--- config.mk ---
export PLATFORM = sky130hd
export DESIGN_NAME = ths_ctrl
export DESIGN_NICKNAME = d
export VERILOG_FILES = /design/src/hdl/timer_heap_scheduler_with_backoff_defines.svh /design/src/hdl/ths_pkg.sv /design/src/hdl/ths_ctrl.sv
export SDC_FILE = /design/constraint.sdc
export NUM_CORES = 1
export LEC_CHECK = 0
export BUFFER_PORTS_ARGS = -buffer_cell sky130_fd_sc_hd__buf_2
export CORE_AREA = 2 2 47 49
export DETAILED_ROUTE_END_ITERATION = 8
export DIE_AREA = 0 0 49 51
export GPL_ROUTABILITY_DRIVEN = 1
export PLACE_DENSITY = 0.71
export SETUP_SLACK_MARGIN = 0.15
export SLEW_MARGIN = 20
export SYNTH_ARGS = -nofsm -noshare
export SYNTH_HDL_FRONTEND = slang
export SYNTH_SLANG_ARGS = --single-unit
--- constraint.sdc ---
create_clock -name clock -period 1.25 [get_ports clock]
set_input_delay 0.125 -clock clock [delete_from_list [all_inputs] [get_ports clock]]
set_output_delay 0.125 -clock clock [all_outputs]
set_load 0.05 [all_outputs]
--- src/hdl/timer_heap_scheduler_with_backoff_defines.svh ---
// assertion macros for the timer heap scheduler
`ifndef TIMER_HEAP_SCHEDULER_WITH_BACKOFF_DEFINES_SVH
`define TIMER_HEAP_SCHEDULER_WITH_BACKOFF_DEFINES_SVH
// implication checked every cycle outside reset
`define THS_ASSERT_IMP(label, clk, rst, ante, cons, msg) \
   label: assert property (@(posedge clk) disable iff (rst) (ante) |-> (cons)) else $error(msg);
// next-cycle implication
`define THS_ASSERT_NXT(label, clk, rst, ante, cons, msg) \
   label: assert property (@(posedge clk) disable iff (rst) (ante) |=> (cons)) else $error(msg);
`endif

--- src/hdl/ths_pkg.sv ---
// shared types and constants of the timer heap scheduler
`timescale 1ns / 1ps
`default_nettype none
package ths_pkg;
   localparam logic [1:0] OP_INSERT = 2'd0;
   localparam logic [1:0] OP_QUERY  = 2'd1;
   localparam logic [1:0] OP_FINISH = 2'd2;
   localparam logic [1:0] ST_OK     = 2'd0;
   localparam logic [1:0] ST_FULL   = 2'd1;
   localparam logic [1:0] ST_EMPTY  = 2'd2;
   localparam int TIME_W = 48;
   localparam int IVL_W  = 32;
   localparam int ID_W   = 8;
   localparam int FAIL_W = 6;
   localparam logic [FAIL_W-1:0] FAIL_MAX = 6'd63;
   localparam int ENTRY_W = ID_W + TIME_W + IVL_W + IVL_W + FAIL_W;
   localparam logic [TIME_W-1:0] TIME_MAX = {TIME_W{1'b1}};

   typedef struct packed {
      logic [ID_W-1:0]   id;
      logic [TIME_W-1:0] due;
      logic [IVL_W-1:0]  base;
      logic [IVL_W-1:0]  cur;
      logic [FAIL_W-1:0] fails;
   } entry_type;

   // controller to datapath
   typedef struct packed {
      logic latch_req;   // capture request beat
      logic new_entry;   // load work entry from insert
      logic rd_en;       // memory read
      logic rd_sel;      // 0 read parent/root, 1 read child
      logic cap_a;       // capture read data into slot a
      logic cap_b;       // capture chosen child into slot a, and its index
      logic wr_work;     // write work entry at cursor
      logic wr_a;        // write slot a at cursor
      logic move_up;     // cursor to parent
      logic move_dn;     // cursor to chosen child
      logic bo_start;    // start backoff
      logic bo_step;     // one backoff step
      logic fin_load;    // finalize finished root into work entry
      logic set_cur_root;
      logic set_cur_cnt;
      logic cnt_inc;
      logic make_rsp;
   } cmd_type;

   // datapath to controller
   typedef struct packed {
      logic [1:0] op;
      logic full;
      logic empty;
      logic at_root;
      logic par_gt;      // parent due > work due
      logic chd_lt;      // chosen child due < work due
      logic has_l;
      logic has_r;
      logic bo_done;
   } sts_type;

   function automatic logic [TIME_W-1:0] add_sat(input logic [TIME_W-1:0] t,
                                                input logic [IVL_W-1:0] d);
      logic [TIME_W:0] s;
      s = {1'b0, t} + {{(TIME_W-IVL_W+1){1'b0}}, d};
      return s[TIME_W] ? TIME_MAX : s[TIME_W-1:0];
   endfunction
endpackage
`default_nettype wire

--- src/hdl/ths_ctrl.sv ---
// heap controller state machine
`timescale 1ns / 1ps
`default_nettype none
module ths_ctrl import ths_pkg::*; (
   input  wire logic clock,
   input  wire logic reset,
   input  wire logic req_valid,
   output logic      req_ready,
   output logic      rsp_valid,
   input  wire logic rsp_ready,
   input  wire sts_type sts,
   output cmd_type   cmd
);
   localparam logic [3:0] S_IDLE = 4'd0, S_DEC = 4'd1, S_RDROOT = 4'd2,
      S_ROOTW = 4'd3, S_UPRD = 4'd4, S_UPW = 4'd5, S_UPCMP = 4'd6,
      S_BO = 4'd7, S_FIN = 4'd8, S_DNRD = 4'd9, S_DNW = 4'd10,
      S_DNCMP = 4'd11, S_RSP = 4'd12, S_INS = 4'd13, S_RSPQ = 4'd14;
   // backoff phase marks
   localparam logic [1:0] K_NONE = 2'd0, K_BO_START = 2'd2, K_BO_RUN = 2'd3;

   logic [3:0] state_ff, state_in;
   logic rv_ff, rv_in;
   logic [1:0] kind_ff, kind_in;

   assign rsp_valid = rv_ff;
   assign req_ready = (state_ff == S_IDLE) && (!rv_ff || rsp_ready);

   // next state and commands
   always_comb begin
      cmd = '0;
      state_in = state_ff;
      rv_in = rv_ff && !rsp_ready;
      kind_in = kind_ff;
      case (state_ff)
         S_IDLE: if (req_valid && req_ready) begin
            cmd.latch_req = 1'b1; state_in = S_DEC;
         end
         S_DEC: begin
            if (sts.op == OP_INSERT && !sts.full) begin
               cmd.new_entry = 1'b1; cmd.set_cur_cnt = 1'b1; state_in = S_INS;
            end else if ((sts.op == OP_QUERY || sts.op == OP_FINISH) && !sts.empty) begin
               cmd.rd_en = 1'b1; cmd.set_cur_root = 1'b1; state_in = S_RDROOT;
            end else state_in = S_RSPQ;
         end
         S_INS: begin
            cmd.wr_work = 1'b1;
            state_in = sts.at_root ? S_RSPQ : S_UPRD;
         end
         S_UPRD: begin cmd.rd_en = 1'b1; state_in = S_UPW; end
         S_UPW: begin cmd.cap_a = 1'b1; state_in = S_UPCMP; end
         S_UPCMP: begin
            if (sts.par_gt) begin
               cmd.wr_a = 1'b1; cmd.move_up = 1'b1; state_in = S_INS;
            end else state_in = S_RSPQ;
         end
         S_RDROOT: state_in = S_ROOTW;
         S_ROOTW: begin
            cmd.cap_a = 1'b1;
            state_in = (sts.op == OP_FINISH) ? S_BO : S_RSPQ;
            kind_in = K_BO_START;
         end
         S_BO: begin
            if (kind_ff == K_BO_START) begin
               cmd.bo_start = 1'b1; cmd.make_rsp = 1'b1; kind_in = K_BO_RUN;
            end else if (sts.bo_done) begin
               state_in = S_FIN;
            end else cmd.bo_step = 1'b1;
         end
         S_FIN: begin cmd.fin_load = 1'b1; state_in = S_DNRD; end
         S_DNRD: begin
            if (sts.has_l) begin
               cmd.rd_en = 1'b1; cmd.rd_sel = 1'b1; state_in = S_DNW;
            end else begin cmd.wr_work = 1'b1; state_in = S_RSP; end
         end
         S_DNW: begin cmd.cap_b = 1'b1; state_in = S_DNCMP; end
         S_DNCMP: begin
            if (sts.chd_lt) begin
               cmd.wr_a = 1'b1; cmd.move_dn = 1'b1; state_in = S_DNRD;
            end else begin cmd.wr_work = 1'b1; state_in = S_RSP; end
         end
         // count grows once per stored insert, after the full check
         S_RSPQ: begin
            cmd.make_rsp = 1'b1; state_in = S_RSP;
            cmd.cnt_inc = (sts.op == OP_INSERT) && !sts.full;
         end
         S_RSP: if (!rv_ff || rsp_ready) begin
            rv_in = 1'b1; state_in = S_IDLE; kind_in = K_NONE;
         end
         default: state_in = S_IDLE;
      endcase
   end

   // state registers
   always_ff @(posedge clock) begin
      if (reset) begin
         state_ff <= S_IDLE; rv_ff <= 1'b0; kind_ff <= K_NONE;
      end else begin
         state_ff <= state_in; rv_ff <= rv_in; kind_ff <= kind_in;
      end
   end
endmodule
`default_nettype wire

==> results.md, run 1 <==
- The flow did not finish.
- The flow stopped in 5_1_grt.
- The first error in the log reads "[ERROR DPL-0038] Utilization greater than 100%, impossible to legalize".
- The global-route repair_timing pass left the worst setup endpoint at state_ff[3]$_SDFFE_PP0P_/D.
- By area the synthesized netlist is led by dfxtp_1 (18%), nor2_1 (4.3%), buf_6 (4.3%).
- The initial utilization of the core area, before any placement, comes to a little under two fifths.
- The count of buffers added on input and output ports is 31.
- The number of sinks on the clock net is 7.
- After synthesis, the mean cell area works out to about 7.4 um^2.
- The most instantiated flip-flop cell in the synthesis netlist is dfxtp_1.
- The part of the Yosys area used for sequential elements is 17.8%.
- The final weighted congestion of routability-driven global placement is 0.929.
- The maximum clock insertion buffer count is 2.
- Yosys mapped a number of flops with a built-in enable equal to 0.
- The instance count of the mapped netlist is 106.
- The proportion of synthesized flip-flops having asynchronous set or reset is 0%.
- The floorplan has 17 rows.
- The number of nets handed over by synthesis was 122.
- Synthesis instantiated 42 different standard cells from the library.
- Sorting the synthesized cells by how often they occur yields nor2_1 (9), nand2_1 (8), dfxtp_1 (7).
- In this run the count of I/O pins placed on the die edge is 33.
- The fraction of synthesized cell area taken by the top area cell type is between 10% and 20%.
- The detailed placement HPWL is 2110 um.
- The mapped cell area is just under 800 um^2.
- The synthesized design spends more area on one cell type than any other, namely dfxtp_1.
- After the last repair the worst path ends at a sequential cell input.
- The floorplan step set the die width to 49 um.
- CTS built an H-tree with a depth of 1.
- The pre-CTS setup slack is -0.216 ns.
- Buffers inserted during clock tree synthesis total 3.
- Counting tap cells, the placed design contains a total of approximately 190 instances.
- The floorplan die height is 51 um.
- The total of warnings raised by yosys is 0.
- The cell chosen for the clock root is clkbuf_4.
- Entering global routing, the biggest net connects 10 pins.
- The library cell with the highest instance count after synthesis is nor2_1.
- Synthesis inferred 7 register bits.
[through the flow]
stage,instance area (um^2),hold WS (ns)
after floorplan,1030,0.184
after global placement,1400,0.394
after detailed placement,1400,0.398
after CTS,1880,0.138
[cells by family after synthesis]
logic type,after synthesis,share of synthesized area (%)
buffers and inverters,15,11.9
xor gates and xnor gates,1,1.11
adders and majority gates,2,3.18
AOI/OAI and AO/OA,31,29.7
DFF,7,17.8
and+or+nand+nor,50,36.2
[repair_timing]
item	CTS
resized for setup	89
endpoints found under the hold margin	0
hold buffers	0
setup endpoints to repair	25
pin swaps	20
buffers inserted	17
==> run 2: changes to the inputs <==
--- a/config.mk
+++ b/config.mk
@@ -6,12 +6,11 @@
 export NUM_CORES = 1
 export LEC_CHECK = 0
 export BUFFER_PORTS_ARGS = -buffer_cell sky130_fd_sc_hd__buf_2
-export CORE_AREA = 2 2 47 49
+export CORE_AREA = 2 2 63 65
 export DETAILED_ROUTE_END_ITERATION = 8
-export DIE_AREA = 0 0 49 51
+export DIE_AREA = 0 0 65 67
 export GPL_ROUTABILITY_DRIVEN = 1
-export PLACE_DENSITY = 0.71
-export SETUP_SLACK_MARGIN = 0.15
+export PLACE_DENSITY_LB_ADDON = 0.15
 export SLEW_MARGIN = 20
 export SYNTH_ARGS = -nofsm -noshare
 export SYNTH_HDL_FRONTEND = slang
==> constraint.sdc (replaced) <==
create_clock -name clock -period 1.6 [get_ports clock]
set_input_delay 0.16 -clock clock [delete_from_list [all_inputs] [get_ports clock]]
set_output_delay 0.16 -clock clock [all_outputs]
set_load 0.05 [all_outputs]
==> run 2 against run 1 <==
The flow now finishes without violations. Synthesized cell count did not move. Area after synthesis did not move.
==> results.md, run 2 <==
- The clock tree from TritonCTS is yes.
- The endpoint kind of the worst setup timing path is a primary output.
- The number of enable-type register cells in the synthesized netlist is 0 (unchanged).
- The post-layout instance count excluding filler cells is 196.
- The simple-gate share of the synthesized area came to 36.2% (unchanged).
- Counting cells, the worst reg-to-reg path comes to 5.
- The maximum number of pins on one net before global-route repair is 20.
- Setup repair after global routing could not meet its margin everywhere.
- The total overflow left after global routing is 0.
- The layout overhead on the synthesized area is 63.9%.
- On the final layout, the worst clock skew is around 0.0043 ns.
- The site row count is 22 (+5).
- The most common cell after layout, fill and taps aside is buf_4.
- The post-synthesis mux area share came to 0% (unchanged).
- The max capacitance violation total is 0.
- After clock tree synthesis, the clock-pin slew on the worst setup and hold paths is 0.04 ns.
- The library cell occupying the most area in the post-synthesis netlist is dfxtp_1.
- The cell sitting at the root of the clock tree is a clkbuf_8.
- The capturing point of the worst reg2reg path is state_ff[3].
- The ratio of total power to cell area is 1750 nW/um^2.
- The final critical path takes up 97.9% of the cycle.
- The count of cell types in the netlist is 42 (unchanged).
- The maximum clock insertion buffer count is 2 (unchanged).
- The fraction of synthesized cell area in xor and xnor cells is 1.11% (unchanged).
- The number of hold buffers added after cts is 0 (unchanged).
- The total global-route track usage is 12.5%.
- At the worst endpoint, the arrival time is approximately 1.4 ns.
- After detailed routing, the number of vias per cell comes to 4.81.
- The effective utilization at floorplan is 21.8% (-16 points).
- The worst path needs between 1.5 and 2 ns of the cycle, external delays included.
- The placed instance count is 192 (unchanged).
- In the layout the commonest cells are buf_4 (18), buf_2 (17), buf_6 (8), nand2_1 (7).
- The final layout contains routed wiring with a total length of ~2600 um.
- The residual antenna-violating net count after detailed routing is 0.
- The number of buffers inserted by post-CTS setup repair is 0 (-17).
- The part of the Yosys area used for sequential elements was 17.8% (unchanged).
- The maximum frequency from static timing analysis is 638 MHz.
- The post-synthesis area per instance came to 7.42 um^2 (unchanged).
- The chip width is 65 um (+33%).
- Setup violations remaining at the end of the flow were counted as 0.
- The count of vias placed by the detailed router is 943.
- The layout cell share with drive strength beyond 1 is 52.7%.
- The number of sinks on the clock net is 7 (unchanged).
- The library cell with the highest instance count after synthesis is nor2_1.
- The headroom to the max-slew limit is between 80% and 90%.
- In this run the worst path has a maximum fanout of 19.
- By area, the combinational part of the netlist is dominated by simple AND/OR/NAND/NOR gates.
- The flip-flop count of the largest register, all copies and words added is 4.
- The hold slack is 0.204 ns.
- The setup path with the least slack is of type reg2out.
- The number of I/O port buffers is 31 (unchanged).
- The number of antenna diodes in the final layout is 0.
- The initial antenna violation count came to 0.
- The total leakage power is between 0.5 and 0.6 nW.
- The proportion of synthesized flip-flops having asynchronous set or reset is 0% (unchanged).
- After synthesis, the cell types taking the most area are dfxtp_1 (18%), nor2_1 (4.3%), buf_6 (4.3%).
- In this run the critical register-to-register path is launched from state_ff[3].
- The count of boundary I/O pins is 33 (unchanged).
- The endpoint required time on the critical path is 1.44 ns.
- The final count of hold timing violations is 0.
- Counting flops per register, the top entry is state_ff.
- The final worst-path setup slack is 0.0336 ns.
- After detailed routing, the average wire length per cell comes to roughly 13 um.
- The total clock buffers created by CTS is 3 (unchanged).
- The pre-CTS setup slack is 0.00480 ns (+0.221 ns).
- For this run, design rule violations remaining after detail routing come to 0.
- The register bit total from synthesis came to 7 (unchanged).
- The fraction of synthesized cell area taken by the top area cell type came to 17.8% (unchanged).
- The clock reaches the later pin of the worst-skew pair after 0.23 ns.
- The pre-antenna-repair detailed-routing pass consisted of 4 iterations.
- The worst setup path is launched from a flop.
- The global-route wire length before repair is 4210 um.
- The final net count is around 170.
- The mapped cell area came to 787 um^2 (unchanged).
- In this run the worst setup path begins at state_ff[0].
- The complex-gate fraction of the synthesized area is 29.7% (unchanged).
- The total of warnings raised by yosys was 0 (unchanged).
- The detailed placement HPWL is 2020 um (-4.4%).
- The flow ran to the end, and the final reports show no timing, DRC or antenna violations.
- The floorplan die height came to 67 um (+31%).
- IR analysis of the VDD net gives a maximum drop of 488 uV.
- The total area inside the core boundary comes to 3610 um^2.
- The detailed router finished its first iteration with 30 violations.
- The floorplan step defined a die boundary enclosing between 4000 and 5000 um^2.
- Following the worst setup path forward leads to its endpoint at cmd[8].
- The tightest min-delay check is of the in2reg type.
- The final weighted congestion of routability-driven global placement was 0.746 (-20%).
- In the synthesized netlist, the cells that appear most often are nor2_1 (9), nand2_1 (8), dfxtp_1 (7).
- The maximum level of the CTS H-tree came to 1 (unchanged).
- For the pin with the worst max-slew slack, the measured transition is 0.278 ns.
- The setup slack on the worst flop-to-flop path is 0.12 ns.
- The most used flip-flop cell after synthesis is dfxtp_1.
- The post-synthesis net count came to 122 (unchanged).
- The final max-slew violation count was 0.
- The instance count of the mapped netlist is 106 (unchanged).
- The post-synthesis adder-cell area fraction is 3.18% (unchanged).
- The number of global-route vias before repair came to between 800 and 900.
[run 2: worst min-delay path by stage]
stage | from | endpoint | slack, ns | depth (start not counted)
6_report | reset | state_ff[1] | 0.20 | 2
5_1_grt | reset | state_ff[1] | 0.21 | 2
4_1_cts | reset | state_ff[1] | 0.20 | 2
3_5_place_dp | reset | kind_ff[1] | 0.45 | 2
3_3_place_gp | reset | state_ff[2] | 0.44 | 2
2_1_floorplan | reset | state_ff[0] | 0.23 | 1
[run 2: cell families (layout without fill, tap and decap cells)]
logic type | after synthesis | in the layout
compound gates | 31 | 31
fa+ha+maj | 2 | 2
buf+inv | 15 | 57
simple gates | 50 | 50
flops | 7 | 7
xor+xnor | 1 | 1
[run 2: per-layer routing]
layer / vias to the layer above / share of wire (%) / track usage (%)
met5: - / 0 / 0
met4: 0 / 2.5 / 6.38
met3: 7 / 3.1 / 1.52
met2: 20 / 47 / 20.9
met1: 444 / 47 / 15.6
li1: 472 / - / -
[run 2: critical path, cell delays in order, from the launching register on]
cell      delay (ns)
dfxtp_1         0.31
buf_12          0.15
nand2b_2        0.24
nor4_4          0.26
buf_6           0.20
[run 2: stage by stage]
step           setup TNS, ns  total power, mW  utilization, %  instance area, um^2
4_1_cts                    0             2.16            33.8                 1220
6_report                   0             2.26            35.8                 1290
3_3_place_gp               0             1.84            31.3                 1130
3_5_place_dp               0             1.84            31.3                 1130
2_1_floorplan         -0.495             1.46               -                  853
5_1_grt              -0.0636             2.42            35.8                 1290
[run 2: power by group]
part	switching, mW	internal (mW)	total, mW
sequential	0.120	0.252	0.372
clock	0.0788	0.173	0.251
combinational	0.952	0.682	1.63
total	1.15	1.11	2.26
[run 2: what timing repair did]
action,4_1_cts,5_1_grt
resized for setup,17,22
pin swaps,1,2
setup endpoints to repair,19,16
[run 2: cell type report]
cell class | instances | area, um^2
Timing Repair Buffer | 47 | 353
Tap cell | 48 | 60.1
Fill cell | 391 | 2320
Inverter | 6 | 22.5
Clock buffer | 4 | 45.0
Sequential cell | 7 | 151
Multi-Input combinational cell | 84 | 658
No activity file was read; power rests on OpenSTA's default activity.
==> run 3: changes to the inputs <==
--- a/config.mk
+++ b/config.mk
@@ -5,6 +5,7 @@
 export SDC_FILE = /design/constraint.sdc
 export NUM_CORES = 1
 export LEC_CHECK = 0
+export ABC_AREA = 1
 export BUFFER_PORTS_ARGS = -buffer_cell sky130_fd_sc_hd__buf_2
 export CORE_AREA = 2 2 63 65
 export DETAILED_ROUTE_END_ITERATION = 8
==> run 3 against run 2 <==
Cell count up 13%. Sequential share of layout area up 2.2 points. Routed wire length down 16%. Sequential power down 8.1%. Combinational power down 28%. Die area unchanged. Synthesized cell count up 29%. Total power down 22%. Non-clock buffer count down 13. First-iteration DRC count up 20%. Critical path depth up 1. Clock skew down 0.0017 ns.
==> results.md, run 3 <==
- The pre-CTS setup slack is 0.0922 ns (+0.0874 ns).
- The part of the Yosys area used for sequential elements is 19.7% (+1.9 points).
- The fraction of synthesized cell area taken by the top area cell type is 19.7% (+1.9 points).
- The chip width was 65 um (unchanged).
- The largest family of logic cells by synthesized area is simple AND/OR/NAND/NOR gates.
- The total of endpoints with negative setup slack in the final report came to 0 (unchanged).
- The post-layout instance count excluding filler cells is 222 (+13%).
- The total clock buffers created by CTS is 3 (unchanged).
- The library cell occupying the most area in the post-synthesis netlist is dfxtp_1.
- The most common cell after layout, fill and taps aside is nand2_1.
- The total placed instance area came to 942 um^2 (-17%).
- The cell depth of the worst min-delay path is 2 (unchanged).
- The detailed placement HPWL was 1900 um (-6.1%).
- The total power is 1.76 mW (-22%).
- The flip-flop count of the largest register, all copies and words added is 4 (unchanged).
- The number of sinks on the clock net came to 7 (unchanged).
- The count of boundary I/O pins is 33 (unchanged).
- The number of I/O port buffers came to 31 (unchanged).
- The site row count is 22 (unchanged).
- The iteration-0 DRC count of the detailed router came to 36 (+20%).
- The floorplan die height is 67 um (unchanged).
- The number of global-route vias before repair was 802 (-11%).
- The total global routing overflow is 0 (unchanged).
- The hold slack is 0.186 ns (-0.0183 ns).
- The total of warnings raised by yosys is 0 (unchanged).
- The final critical-path required period was 1.50 ns (-0.0708 ns).
- The total leakage power is 0.651 nW (+20%).
- The critical path goes through inv_6, nor2_1, nand2_2, nor3_2, clkbuf_4.
- Among all flip-flop cells after synthesis, the most frequent one is dfxtp_1.
- The number of detailed-routing iterations run before antenna repair is 4 (unchanged).
- TritonCTS built the clock tree.
- The routed length per placed instance was 9.82 um (-26%).
- The clock transition at the registers of the reported paths is 0.04 ns (about the same).
- The post-synthesis net count came to 153 (+25%).
- In the synthesized netlist, the cells that appear most often are nand2_1 (36), inv_1 (29), nor2_1 (28).
- The post-synthesis area per instance is 5.19 um^2 (-30%).
- The final setup TNS is 0 ns (unchanged).
- The critical path start-end classification is reg2out.
- The complex-gate fraction of the synthesized area came to 13.7% (-16 points).
- The highest ir drop seen on vdd came to 1010 uV (+110%).
- In this run the clock root is driven by a clkbuf_8.
- The final weighted congestion of routability-driven global placement came to 0.798 (+6.9%).
- The start of the worst register-to-register path is state_ff[3].
- The endpoint kind of the worst setup timing path is a primary output.
- The global-route wire length before repair is 3640 um (-13%).
- The simple-gate share of the synthesized area is 45.6% (+9.4 points).
- The initial antenna violation count is 0 (unchanged).
- For hold timing, the worst endpoint is state_ff[3].
- The die area came to 4360 um^2 (unchanged).
- The transition time at the pin with the least slew margin was 0.281 ns (+0.00279 ns).
- The placed instance count is 215 (+12%).
- The register bit total from synthesis came to 7 (unchanged).
- The number of enable-type register cells in the synthesized netlist is 0 (unchanged).
- The final count of hold timing violations is 0 (unchanged).
- The count of inserted antenna diode cells is 0 (unchanged).
- The mapped cell area is 711 um^2 (-9.7%).
- The core area is 3610 um^2 (unchanged).
- The ratio of total power to cell area is 1640 nW/um^2 (-6.5%).
- The post-route fraction of the period consumed by the critical path was 93.5% (-4.4 points).
- The detailed-route DRC error count is 0 (unchanged).
- The maximum clock insertion buffer count is 2 (unchanged).
- The max capacitance violation total is 0 (unchanged).
- The layout overhead on the synthesized area is 51.2%.
- In this run the critical register-to-register path is captured at state_ff[2].
- The setup clock skew after layout is 0.00265 ns (-0.00165 ns).
- The peak per-stage delay on the critical path was 0.40 ns (+0.09 ns).
- The post-synthesis adder-cell area fraction was 3.52% (+0.34 points).
- The source-to-sink clock delay at the later pin of the worst-skew pair is 0.22 ns (about the same).
- The final net count is 191 (+16%).
- Among all stages on the critical path, the largest delay is contributed by dfxtp_4.
- The largest fanout on the critical path was 6 (-13).
- The count of cell types in the netlist was 17 (-60%).
- The mean number of vias per cell is 4.05 (-16%).
- The data arrival time at the worst-slack endpoint is 1.34 ns (-0.07 ns).
- The worst hold path startpoint is reset.
- The endpoint required time on the critical path is 1.44 ns (about the same).
- The effective utilization at floorplan is 19.7% (-2.1 points).
- The filler cell count in the final layout is 439 (+12%).
- The instance count of the mapped netlist is 137 (+29%).
- The maximum level of the CTS H-tree is 1 (unchanged).
- The setup slack on the worst flop-to-flop path is 0.34 ns (+0.22 ns).
- The total length of routed wires is 2180 um (-16%).
- The layout cell share with drive strength beyond 1 is 35.1% (-18 points).
- Leaving out fill and tap cells, the most frequent cells in the layout are nand2_1 (33), inv_1 (28), nor2_1 (23), buf_2 (22), a21oi_1 (9).
- The register bank with the most flops is state_ff.
- The proportion of synthesized flip-flops having asynchronous set or reset came to 0% (unchanged).
- The residual antenna-violating net count after detailed routing is 0 (unchanged).
- The share of the core filled with cells in the final layout is 29.8% (-6.0 points).
- The fraction of synthesized cell area in xor and xnor cells was 0% (-1.1 points).
- The final worst-path setup slack came to 0.104 ns (+0.0708 ns).
- The tightest min-delay check is of the in2reg type.
- The post-synthesis mux area share is 0% (unchanged).
- The total global-route track usage is 10.8% (-1.7 points).
- The count of vias placed by the detailed router was 898 (-4.8%).
- The category of the worst setup path launch point is a flop.
- The total non-filler cell area in the finished layout was 1070 um^2 (-17%).
- The worst reg-to-reg path cell count is 9 (+4).
- The run finished with clean final reports.
- The final max-slew violation count is 0 (unchanged).
- By area the synthesized netlist is led by dfxtp_1 (20%), nand2_1 (19%), inv_1 (15%).
- The maximum number of pins on one net before global-route repair was 8 (-60%).
- Setup repair after global routing could not meet its margin everywhere.
- The headroom to the max-slew limit is 81.2% (about the same).
- The library cell with the highest instance count after synthesis is nand2_1.
- The maximum frequency from static timing analysis is 669 MHz (+4.7%).
[run 3: cell types whose count changed after synthesis, sizes merged, moves of 3 or more]
| cell | before | now |
|---|---|---|
| nor2 | 9 | 28 |
| nand2 | 9 | 41 |
| a31oi | 5 | 0 |
| nand2b | 5 | 0 |
| and3 | 3 | 0 |
| nand3 | 3 | 6 |
| buf | 9 | 1 |
| nand4b | 3 | 0 |
| and2 | 3 | 0 |
| nor3 | 6 | 3 |
| inv | 6 | 31 |
[run 3: area by class of cell]
class	count	area (um^2)	share of cell area [%]
Timing Repair Buffer	34	200	18.6
Sequential cell	7	150	14.0
Clock buffer	4	45.0	4.19
Multi-Input combinational cell	98	498	46.3
Tap cell	48	60.1	5.59
Inverter	31	121	11.3
[run 3: worst max path at each step]
stage	from	to	slack, ns	cells past startpoint
floorplan	sts[8]	cmd[14]	-0.27	8
global placement	state_ff[1]	cmd[14]	0.10	8
detailed placement	sts[8]	cmd[14]	0.09	10
CTS	kind_ff[1]	cmd[0]	0.0005	5
global route	state_ff[3]	cmd[14]	-0.009	6
finish	state_ff[2]	cmd[5]	0.10	5
[run 3: cell families (layout without fill, tap and decap cells)]
logic type	after synthesis	in the layout
AO/OA/AOI/OAI	17	17
flip-flops	7	7
adder cells (fa/ha/maj)	2	2
buffers and inverters	32	69
AND/OR/NAND/NOR	79	79
[run 3: what timing repair did]
action                                  4_1_cts  5_1_grt
cloned                                        0        0
endpoints found under the setup margin        7       11
hold endpoints to repair                      0        0
gates resized for setup                       7       20
pin swaps                                     0        1
hold buffers                                  0        0
setup buffers                                 0        3
[run 3: where the power goes]
part           internal, mW  switching (mW)
sequential            0.247          0.0956
clock                 0.172          0.0701
combinational         0.352           0.822
[run 3: per-layer routing]
| metal | global-route usage (%) | wire length [um] | vias to the layer above |
|---|---|---|---|
| met4 | 3.19 | 9 | 0 |
| met2 | 17.4 | 967 | 23 |
| met3 | 2.03 | 120 | 2 |
| met1 | 14.5 | 1080 | 385 |
| li1 | - | - | 488 |
| met5 | 0 | 0 | - |
[run 3: worst max-delay path: cells and delay by family, from the launching register on]
kind	cells	cell delay, ns
buf+inv	2	0.31
flops	1	0.40
simple gates	3	0.40
==> run 4: changes to the inputs <==
==> constraint.sdc (replaced) <==
create_clock -name clock -period 1.6 [get_ports clock]
set_input_delay 0.24 -clock clock [delete_from_list [all_inputs] [get_ports clock]]
set_output_delay 0.24 -clock clock [all_outputs]
set_load 0.05 [all_outputs]
==> run 4 against run 3 <==
Largest power group unchanged. Sequential cell count unchanged. Cell count increased by 2.3%. Largest cell class unchanged. Routed wire length rose by 3.7%. Critical path depth shrank 1.
==> results.md, run 4 (synthesis gave the netlist of run 3 again) <==
- The global-route wire length before repair is 3810 um (+4.5%).
- The number of global-route vias before repair was 858 (+7.0%).
- The worst reg-to-reg path cell count was 8 (-1).
- The layout cell share with drive strength beyond 1 is 41.3% (+6.3 points).
- The residual antenna-violating net count after detailed routing was 0 (unchanged).
- The chip width is 65 um (unchanged).
- The source-to-sink clock delay at the later pin of the worst-skew pair is 0.22 ns (about the same).
- The most common cell after layout, fill and taps aside is nand2_1.
- The final count of hold timing violations was 0 (unchanged).
- The maximum level of the CTS H-tree is 1 (unchanged).
- The number of I/O port buffers is 31 (unchanged).
- The total power is 1.83 mW (+3.8%).
- Traced cell by cell, the critical path runs through nor2_2, nand2_1, nor3b_2, buf_4.
- In the layout the commonest cells are nand2_1 (32), inv_1 (24), nor2_1 (23), buf_4 (17), buf_2 (15).
- The initial antenna violation count came to 0 (unchanged).
- The total global routing overflow is 0 (unchanged).
- The worst min-delay path class is in2reg.
- The clock tree from TritonCTS is yes.
- The maximum frequency from static timing analysis was 636 MHz (-4.9%).
- The flip-flop count of the largest register, all copies and words added was 4 (unchanged).
- The transition time at the pin with the least slew margin was 0.292 ns (+0.0118 ns).
- The hold slack is 0.263 ns (+0.0767 ns).
- The critical path start-end classification is reg2out.
- The detailed-route DRC error count came to 0 (unchanged).
- The total clock buffers created by CTS is 3 (unchanged).
- The total leakage power is 0.681 nW (+4.5%).
- The setup clock skew after layout is 0.00184 ns (-0.000810 ns).
- The layout overhead on the synthesized area is 65.7%.
- The highest ir drop seen on vdd was 994 uV (-1.6%).
- The max capacitance violation total is 0 (unchanged).
- STA classifies the critical path endpoint as a primary output.
- The peak per-stage delay on the critical path is 0.36 ns (-0.04 ns).
- The total global-route track usage was 11.2% (+0.43 points).
- The floorplan die height is 67 um (unchanged).
- The final critical-path required period is 1.57 ns (+0.0768 ns).
- The placed instance count is 222 (+3.3%).
- The largest fanout on the critical path is 5 (-1).
- The headroom to the max-slew limit is 80.4% (-0.79 points).
- The post-route fraction of the period consumed by the critical path came to 98.3% (+4.8 points).
- The count of inserted antenna diode cells is 0 (unchanged).
- The final weighted congestion of routability-driven global placement was 0.806 (+1.0%).
- The final net count is 196 (+2.6%).
- The final max-slew violation count is 0 (unchanged).
- The detailed placement HPWL came to 1910 um (+1.0%).
- The cell depth of the worst min-delay path is 2 (unchanged).
- The number of detailed-routing iterations run before antenna repair is 4 (unchanged).
- The clock transition at the registers of the reported paths is 0.04 ns (about the same).
- The site row count was 22 (unchanged).
- Setup repair after global routing could not meet its margin everywhere.
- The ratio of total power to cell area came to 1550 nW/um^2 (-5.2%).
- The total of endpoints with negative setup slack in the final report is 0 (unchanged).
- The mean number of vias per cell came to 4.08 (+0.85%).
- The worst setup path is launched from a flop.
- The number of hold buffers added after cts came to 0 (unchanged).
- The maximum number of pins on one net before global-route repair is 8 (unchanged).
- The effective utilization at floorplan is 19.7% (unchanged).
- Counting flops per register, the top entry is state_ff.
- The flow ran to the end, and the final reports show no timing, DRC or antenna violations.
- The post-layout instance count excluding filler cells came to 227 (+2.3%).
- The routed length per placed instance came to 9.96 um (+1.4%).
- The total length of routed wires is 2260 um (+3.7%).
- The highest-delay cell along the critical path is dfxtp_4.
- The count of boundary I/O pins is 33 (unchanged).
- The cell chosen for the clock root is clkbuf_8.
- The core area is 3610 um^2 (unchanged).
- The data arrival time at the worst-slack endpoint came to 1.33 ns (about the same).
- The die area is 4360 um^2 (unchanged).
- The number of sinks on the clock net is 7 (unchanged).
- The maximum clock insertion buffer count is 2 (unchanged).
- The iteration-0 DRC count of the detailed router is 26 (-28%).
- The endpoint required time on the critical path is 1.36 ns (-0.08 ns).
- The count of vias placed by the detailed router was 926 (+3.1%).
[run 4: layout make-up]
| type | instances | area [um^2] |
|---|---|---|
| flip-flops and latches | 7 | 153 |
| inverters | 31 | 124 |
| clock buffers | 4 | 45.0 |
| fillers | 414 | 2430 |
| repair buffers | 39 | 274 |
| multi-input cells | 98 | 522 |
| well taps | 48 | 60.1 |
[run 4: timing repair]
action / CTS / global route
cloned: 0 / 0
hold endpoints to repair: 0 / 0
gates resized for setup: 16 / 34
setup buffers: 0 / 1
pin swaps: 0 / 5
endpoints found under the setup margin: 17 / 17
[run 4: metal layers]
layer	vias up	track usage, %	routed length (um)
met4	0	3.19	8
met2	25	17.5	968
met5	-	0	0
met3	2	1.52	101
li1	497	-	-
met1	402	15.9	1180
[run 4: path summary, 6_finish.rpt]
path	start	to	slack, ns
worst max register to register	state_ff[3]	state_ff[0]	0.33
worst min-delay path	reset	state_ff[3]	0.26
worst min register to register	kind_ff[1]	kind_ff[1]	0.47
worst max-delay path	state_ff[3]	cmd[16]	0.03
[run 4: critical path: cells and delay by family, from the launching register on]
| family | cells | cell delay, ns |
|---|---|---|
| buffers and inverters | 1 | 0.22 |
| and+or+nand+nor | 3 | 0.53 |
| DFF | 1 | 0.36 |
[run 4: metrics by stage]
step	setup WS (ns)	instance area [um^2]	utilization [%]	TNS, ns
6_report	0.0277	1180	32.7	0
5_1_grt	-0.0861	1180	32.7	-0.199
4_1_cts	-0.0178	1080	29.9	-0.0248
3_5_place_dp	-0.0233	998	27.7	-0.0233
3_3_place_gp	-0.0180	998	27.7	-0.0180
2_1_floorplan	-0.428	738	-	-0.428
[run 4: power by group]
group / leakage [nW] / switching [mW] / internal (mW)
Combinational: 0.598 / 0.834 / 0.393
Clock: 0.0228 / 0.0716 / 0.172
Sequential: 0.0595 / 0.105 / 0.251
Total: 0.681 / 1.01 / 0.816
